File: config.mk
export PLATFORM = sky130hd
export DESIGN_NAME = bft_front
export DESIGN_NICKNAME = d
export VERILOG_FILES = /design/src/design/bft_pkg.sv /design/src/design/bft_front.sv
export SDC_FILE = /design/constraint.sdc
export NUM_CORES = 1
export LEC_CHECK = 0
export ABC_AREA = 1
export BUFFER_PORTS_ARGS = -buffer_cell sky130_fd_sc_hd__buf_2
export CAP_MARGIN = 25
export CORE_MARGIN = 5
export CORE_UTILIZATION = 53
export CTS_CLUSTER_DIAMETER = 50
export CTS_CLUSTER_SIZE = 28
export DETAILED_ROUTE_END_ITERATION = 8
export PLACE_DENSITY = 0.8
export SLEW_MARGIN = 20
export SYNTH_ARGS = -nofsm -noshare
export SYNTH_HDL_FRONTEND = slang
export SYNTH_SLANG_ARGS = --single-unit
File: constraint.sdc
create_clock -name clk_i -period 2.5 [get_ports clk_i]
set_clock_uncertainty 0.1 [all_clocks]
set_input_delay 0.25 -clock clk_i [delete_from_list [all_inputs] [get_ports clk_i]]
set_output_delay 0.25 -clock clk_i [all_outputs]
set_load 0.05 [all_outputs]
File: src/design/bft_pkg.sv
`timescale 1ns / 1ps
package bft_pkg;

  localparam int unsigned DEPTH       = 4096;
  localparam int unsigned PTR_W       = $clog2(DEPTH);
  localparam int unsigned LVL_W       = 13;
  localparam int unsigned CNT_W       = 32;
  localparam int unsigned PKT_LEN     = 8;
  localparam int unsigned PKT_IDX_W   = $clog2(PKT_LEN);
  localparam int unsigned QUEUE_DEPTH = 2;
  localparam int unsigned QIDX_W      = $clog2(QUEUE_DEPTH);
  localparam int unsigned QCNT_W      = $clog2(QUEUE_DEPTH + 1);

  localparam logic [LVL_W-1:0] LEVEL_FULL    = LVL_W'(DEPTH);
  localparam logic [PTR_W-1:0] PTR_LAST      = PTR_W'(DEPTH - 1);
  localparam logic [LVL_W-1:0] THRESH_RESET  = LVL_W'(1);

  typedef enum logic [1:0] {
    OP_WRITE = 2'd0,
    OP_READ  = 2'd1,
    OP_IRQ   = 2'd2,
    OP_CLEAR = 2'd3
  } op_e;

  typedef struct packed {
    op_e        op;
    logic [7:0] data;
    logic       call_end;
  } cmd_t;

  // Packet pushed on an interrupt event: "IRQ_PKT\n"
  function automatic logic [7:0] irq_byte(input logic [PKT_IDX_W-1:0] idx);
    logic [7:0] b;
    case (idx)
      3'd0:    b = 8'h49;
      3'd1:    b = 8'h52;
      3'd2:    b = 8'h51;
      3'd3:    b = 8'h5F;
      3'd4:    b = 8'h50;
      3'd5:    b = 8'h4B;
      3'd6:    b = 8'h54;
      default: b = 8'h0A;
    endcase
    return b;
  endfunction

endpackage

File: src/design/bft_front.sv
`timescale 1ns / 1ps
module bft_front
  import bft_pkg::*;
(
  input  logic       clk_i,
  input  logic       rst_ni,
  input  logic       start_i,
  input  logic [1:0] op_i,
  input  logic [7:0] data_in_i,
  input  logic       call_end_i,
  output logic       busy_o,
  output logic       cmd_valid_o,
  output cmd_t       cmd_o,
  input  logic       cmd_pop_i
);

  cmd_t              entry_q [QUEUE_DEPTH];
  logic [QIDX_W-1:0] head_q, head_d;
  logic [QIDX_W-1:0] tail_q, tail_d;
  logic [QCNT_W-1:0] count_q, count_d;
  logic              push;
  logic              pop;
  cmd_t              cmd_in;

  // Classify the raw op code into the command type
  always_comb begin
    cmd_in.op       = op_e'(op_i);
    cmd_in.data     = data_in_i;
    cmd_in.call_end = call_end_i;
  end

  assign busy_o      = (count_q == QCNT_W'(QUEUE_DEPTH));
  assign push        = start_i && !busy_o;
  assign cmd_valid_o = (count_q != '0);
  assign pop         = cmd_pop_i && cmd_valid_o;
  assign cmd_o       = entry_q[head_q];

  always_comb begin
    head_d  = head_q;
    tail_d  = tail_q;
    count_d = count_q;
    if (push) begin
      tail_d = (tail_q == QIDX_W'(QUEUE_DEPTH - 1)) ? '0 : tail_q + 1'b1;
    end
    if (pop) begin
      head_d = (head_q == QIDX_W'(QUEUE_DEPTH - 1)) ? '0 : head_q + 1'b1;
    end
    if (push && !pop) begin
      count_d = count_q + 1'b1;
    end else if (pop && !push) begin
      count_d = count_q - 1'b1;
    end
  end

  always_ff @(posedge clk_i or negedge rst_ni) begin
    if (!rst_ni) begin
      head_q  <= '0;
      tail_q  <= '0;
      count_q <= '0;
    end else begin
      head_q  <= head_d;
      tail_q  <= tail_d;
      count_q <= count_d;
    end
  end

  always_ff @(posedge clk_i) begin
    if (push) begin
      entry_q[tail_q] <= cmd_in;
    end
  end

endmodule

==> impl_metrics.py <==
metrics = {
    "sta": {
        "max_freq_mhz": 532,
        "rsz0062_at_grt": "no",
        "finalCriticalPeriod_ps": 1880,
        "min_period_over_period": 0.752,
        "hold_viol": 0,
        "drv_slew": 0,
        "fin_tns_setup_ps": 0,
        "hold_slack_ps": 13.6,
        "tightest_slew_ps": 453,
        "relSlewSlack": 0.698,
        "finalSetupViolCount": 0,
    },
    "worst_setup_path": {
        "critPathCaptureType": "output pin",
        "endpoint": "cmd_o[7]",
        "path_cells": "inv_2, nand2_1, nand2_1, buf_2",
        "start_kind": "register",
        "worst-path-max-fanout": 13,
        "path_class": "register to output pin",
        "r2r_end": "entry_q[0][2]$_DFFE_PP_",
        "path_common_cell": "nand2_1",
        "cp.arrival_ps": 1530,
        "cp_slowest_stage_delay_ps": 570,
        "rrSetupSlack_ps": 1010,
        "crit_buf_inv": 2,
        "crit_slowest_cell": "dfrtp_1",
        "crit_family": "flip-flops",
        "critPathLaunch": "head_q$_DFFE_PN0P_",
        "required_ps": 2150,
        "reg2regPathDepth": 5,
        "cp.depth": 4,
        "reg2reg_from": "count_q[1]$_DFFE_PN0P_",
    },
    "cts": {
        "h-tree-depth": 1,
        "cts_tree": "built",
        "cts.sinks": 26,
        "cts_buffer_depth": 2,
        "cts_root_buf": "clkbuf_4",
        "cts_buffers": 3,
        "cts_setup_buffers": 0,
        "insertion_delay_ps": 310,
        "path_clk_slew_ps": 130,
    },
    "logic_synthesis": {
        "synth_area_per_cell_um2": 11.7,
        "synth_seq_area_share": 0.733,
        "synthMuxAreaShare": 0,
        "synth-xor-area-share": 0.00844,
        "synth_compound_area_frac": 0.00483,
        "synth_cell_types": 15,
        "netlist_area_um2": 1040,
        "ys_ff_latch": 26,
        "synth_cells": 89,
        "synth_top_family_by_area": "simple AND/OR/NAND/NOR gates",
        "synth_warnings": 0,
        "synthSimpleGateAreaFrac": 0.203,
        "yosys.area_share.adder": 0.0121,
        "syn_nets": 105,
    },
    "route": {
        "vias_per_cell": 4.56,
        "num_vias": 675,
        "drt_iter0_drc": 8,
        "ant_nets": 0,
        "post_drt_wl_per_cell_um": 11.9,
        "finalWirelength_um": 1760,
        "drc": 0,
        "drt-pass1-iter-count": 3,
    },
    "grt": {
        "gr-max-usage-layer": "met2",
        "grt_max_degree": 15,
        "use_met1": 0.154,
        "met2_usage": 0.259,
        "first_global_vias": 699,
        "grt_pass1_wl_um": 2890,
        "antenna_found_initial": 0,
        "grt_use_met3": 0.0272,
        "grtUsageTotal": 0.142,
        "grt-ovfl-total": 0,
    },
    "hold_path": {
        "hold_class": "input port to register",
        "min-delay-start": "data_in_i[3]",
    },
    "place": {
        "portBuffers": 27,
        "globalplace.congestion": 0.851,
        "dp_hpwl_um": 1280,
    },
    "floorplanning": {
        "ios": 28,
        "die_h_um": 54.2,
        "die_area_um2": 2940,
        "start_util": 0.540,
        "core-area_um2": 1920,
        "core.rowCount": 16,
        "dieWidth_um": 54.2,
    },
    "power": {
        "p_leak_nw": 0.582,
        "powerDensity_nw_per_um2": 1340,
        "p_total_mw": 1.68,
        "ir_worst_vdd_v": 0.000744,
    },
    "final_layout": {
        "syn2layout_area_growth_pct": 20.5,
        "final_nets": 138,
        "drive_gt1_frac": 0.314,
        "fillerInstances": 158,
        "n_antenna_cell": 0,
    },
    "run": {
        "drv_cap": 0,
    },
    "status": {
        "status": "finished clean",
    },
}
[state kept, by name, indices dropped and copies added (netlist names)]
name     flops
count_q      2
entry_q     22
head_q       1
tail_q       1
[worst register-to-register path: stages (launching register included)]
cell and delay [ps]:
dfrtp_1 400, inv_1 130, nor2_2 70, nor2_4 100
nand2_2 60, inv_1 310
[report_power, final]
group | leakage (nW) | internal [mW] | switching, mW
Sequential | 0.253 | 0.598 | 0.0710
Combinational | 0.314 | 0.189 | 0.645
Clock | 0.0154 | 0.0584 | 0.115
[kinds of logic (layout without fill, tap and decap cells)]
logic type,after synthesis,count (layout)
simple gates,50,50
flops,26,26
buf+inv,10,42
fa+ha+maj,1,1
compound gates,1,1
xor+xnor,1,1
[per-stage QoR]
stage | area, um2 | setup WS [ps] | utilization | std cells
global placement | 1200 | 998 | 0.626 | 142
global route | 1250 | 473 | 0.650 | 148
detailed placement | 1200 | 953 | 0.626 | 142
finish | 1250 | 621 | 0.650 | 148
floorplan | 1040 | 757 | - | 89
CTS | 1240 | 587 | 0.645 | 147
[Yosys cell counts]
cell type  instances  area share
inv_1              6       0.022
ha_1               1       0.012
nor2_2             1      0.0060
inv_2              2      0.0072
buf_2              2      0.0097
xnor2_1            1      0.0084
dfrtp_1            4       0.097
edfxtp_1          22        0.64
nor2_1             1      0.0036
nand3_1            2      0.0097
nand4_1            1      0.0060
nor2_4             1       0.011
nand2_1           41        0.15
o21ai_0            1      0.0048
nand2_2            3       0.018
[cells in the final DEF, fill, tap and decap left out]
cell,count
inv_2,2
nand2_2,3
dfrtp_1,4
nor2_2,1
nand3_1,2
edfxtp_1,22
xnor2_1,1
ha_1,1
nor2_4,1
buf_4,1
clkbuf_4,3
clkinv_1,1
nand4_1,1
inv_1,6
buf_2,27
o21ai_0,1
nand2_1,41
dlygate4sd3_1,2
nor2_1,1
[layer usage]
layer / routed length [um] / vias up / share of wire
li1: - / 351 / -
met4: 10 / 0 / 0.0057
met2: 915 / 16 / 0.52
met5: 0 / - / 0
met1: 725 / 306 / 0.41
met3: 111 / 2 / 0.063
[layout make-up]
cell class	count	area [um2]	area share
Clock buffer	3	22.5	0.0180
Clock inverter	1	3.75	0.00300
Inverter	8	30.0	0.0240
Multi-Input combinational cell	53	236	0.189
Sequential cell	26	761	0.609
Tap cell	27	33.8	0.0270
Timing Repair Buffer	30	163	0.130
[how the worst min path moves through the flow]
stage | end | depth (start not counted)
2_1_floorplan | count_q[0]$_DFFE_PN0P_ | 0
3_3_place_gp | count_q[1]$_DFFE_PN0P_ | 1
3_5_place_dp | count_q[1]$_DFFE_PN0P_ | 1
4_1_cts | entry_q[1][10]$_DFFE_PP_ | 1
5_1_grt | entry_q[1][1]$_DFFE_PP_ | 1
6_report | entry_q[1][4]$_DFFE_PP_ | 1
[repair_timing]
action                                 in CTS  in global routing
endpoints found under the hold margin       4                  2
gates resized for setup                     0                  0
setup endpoints to repair                   0                  0
hold buffers                                1                  1
(Power assumes the default switching activity.)
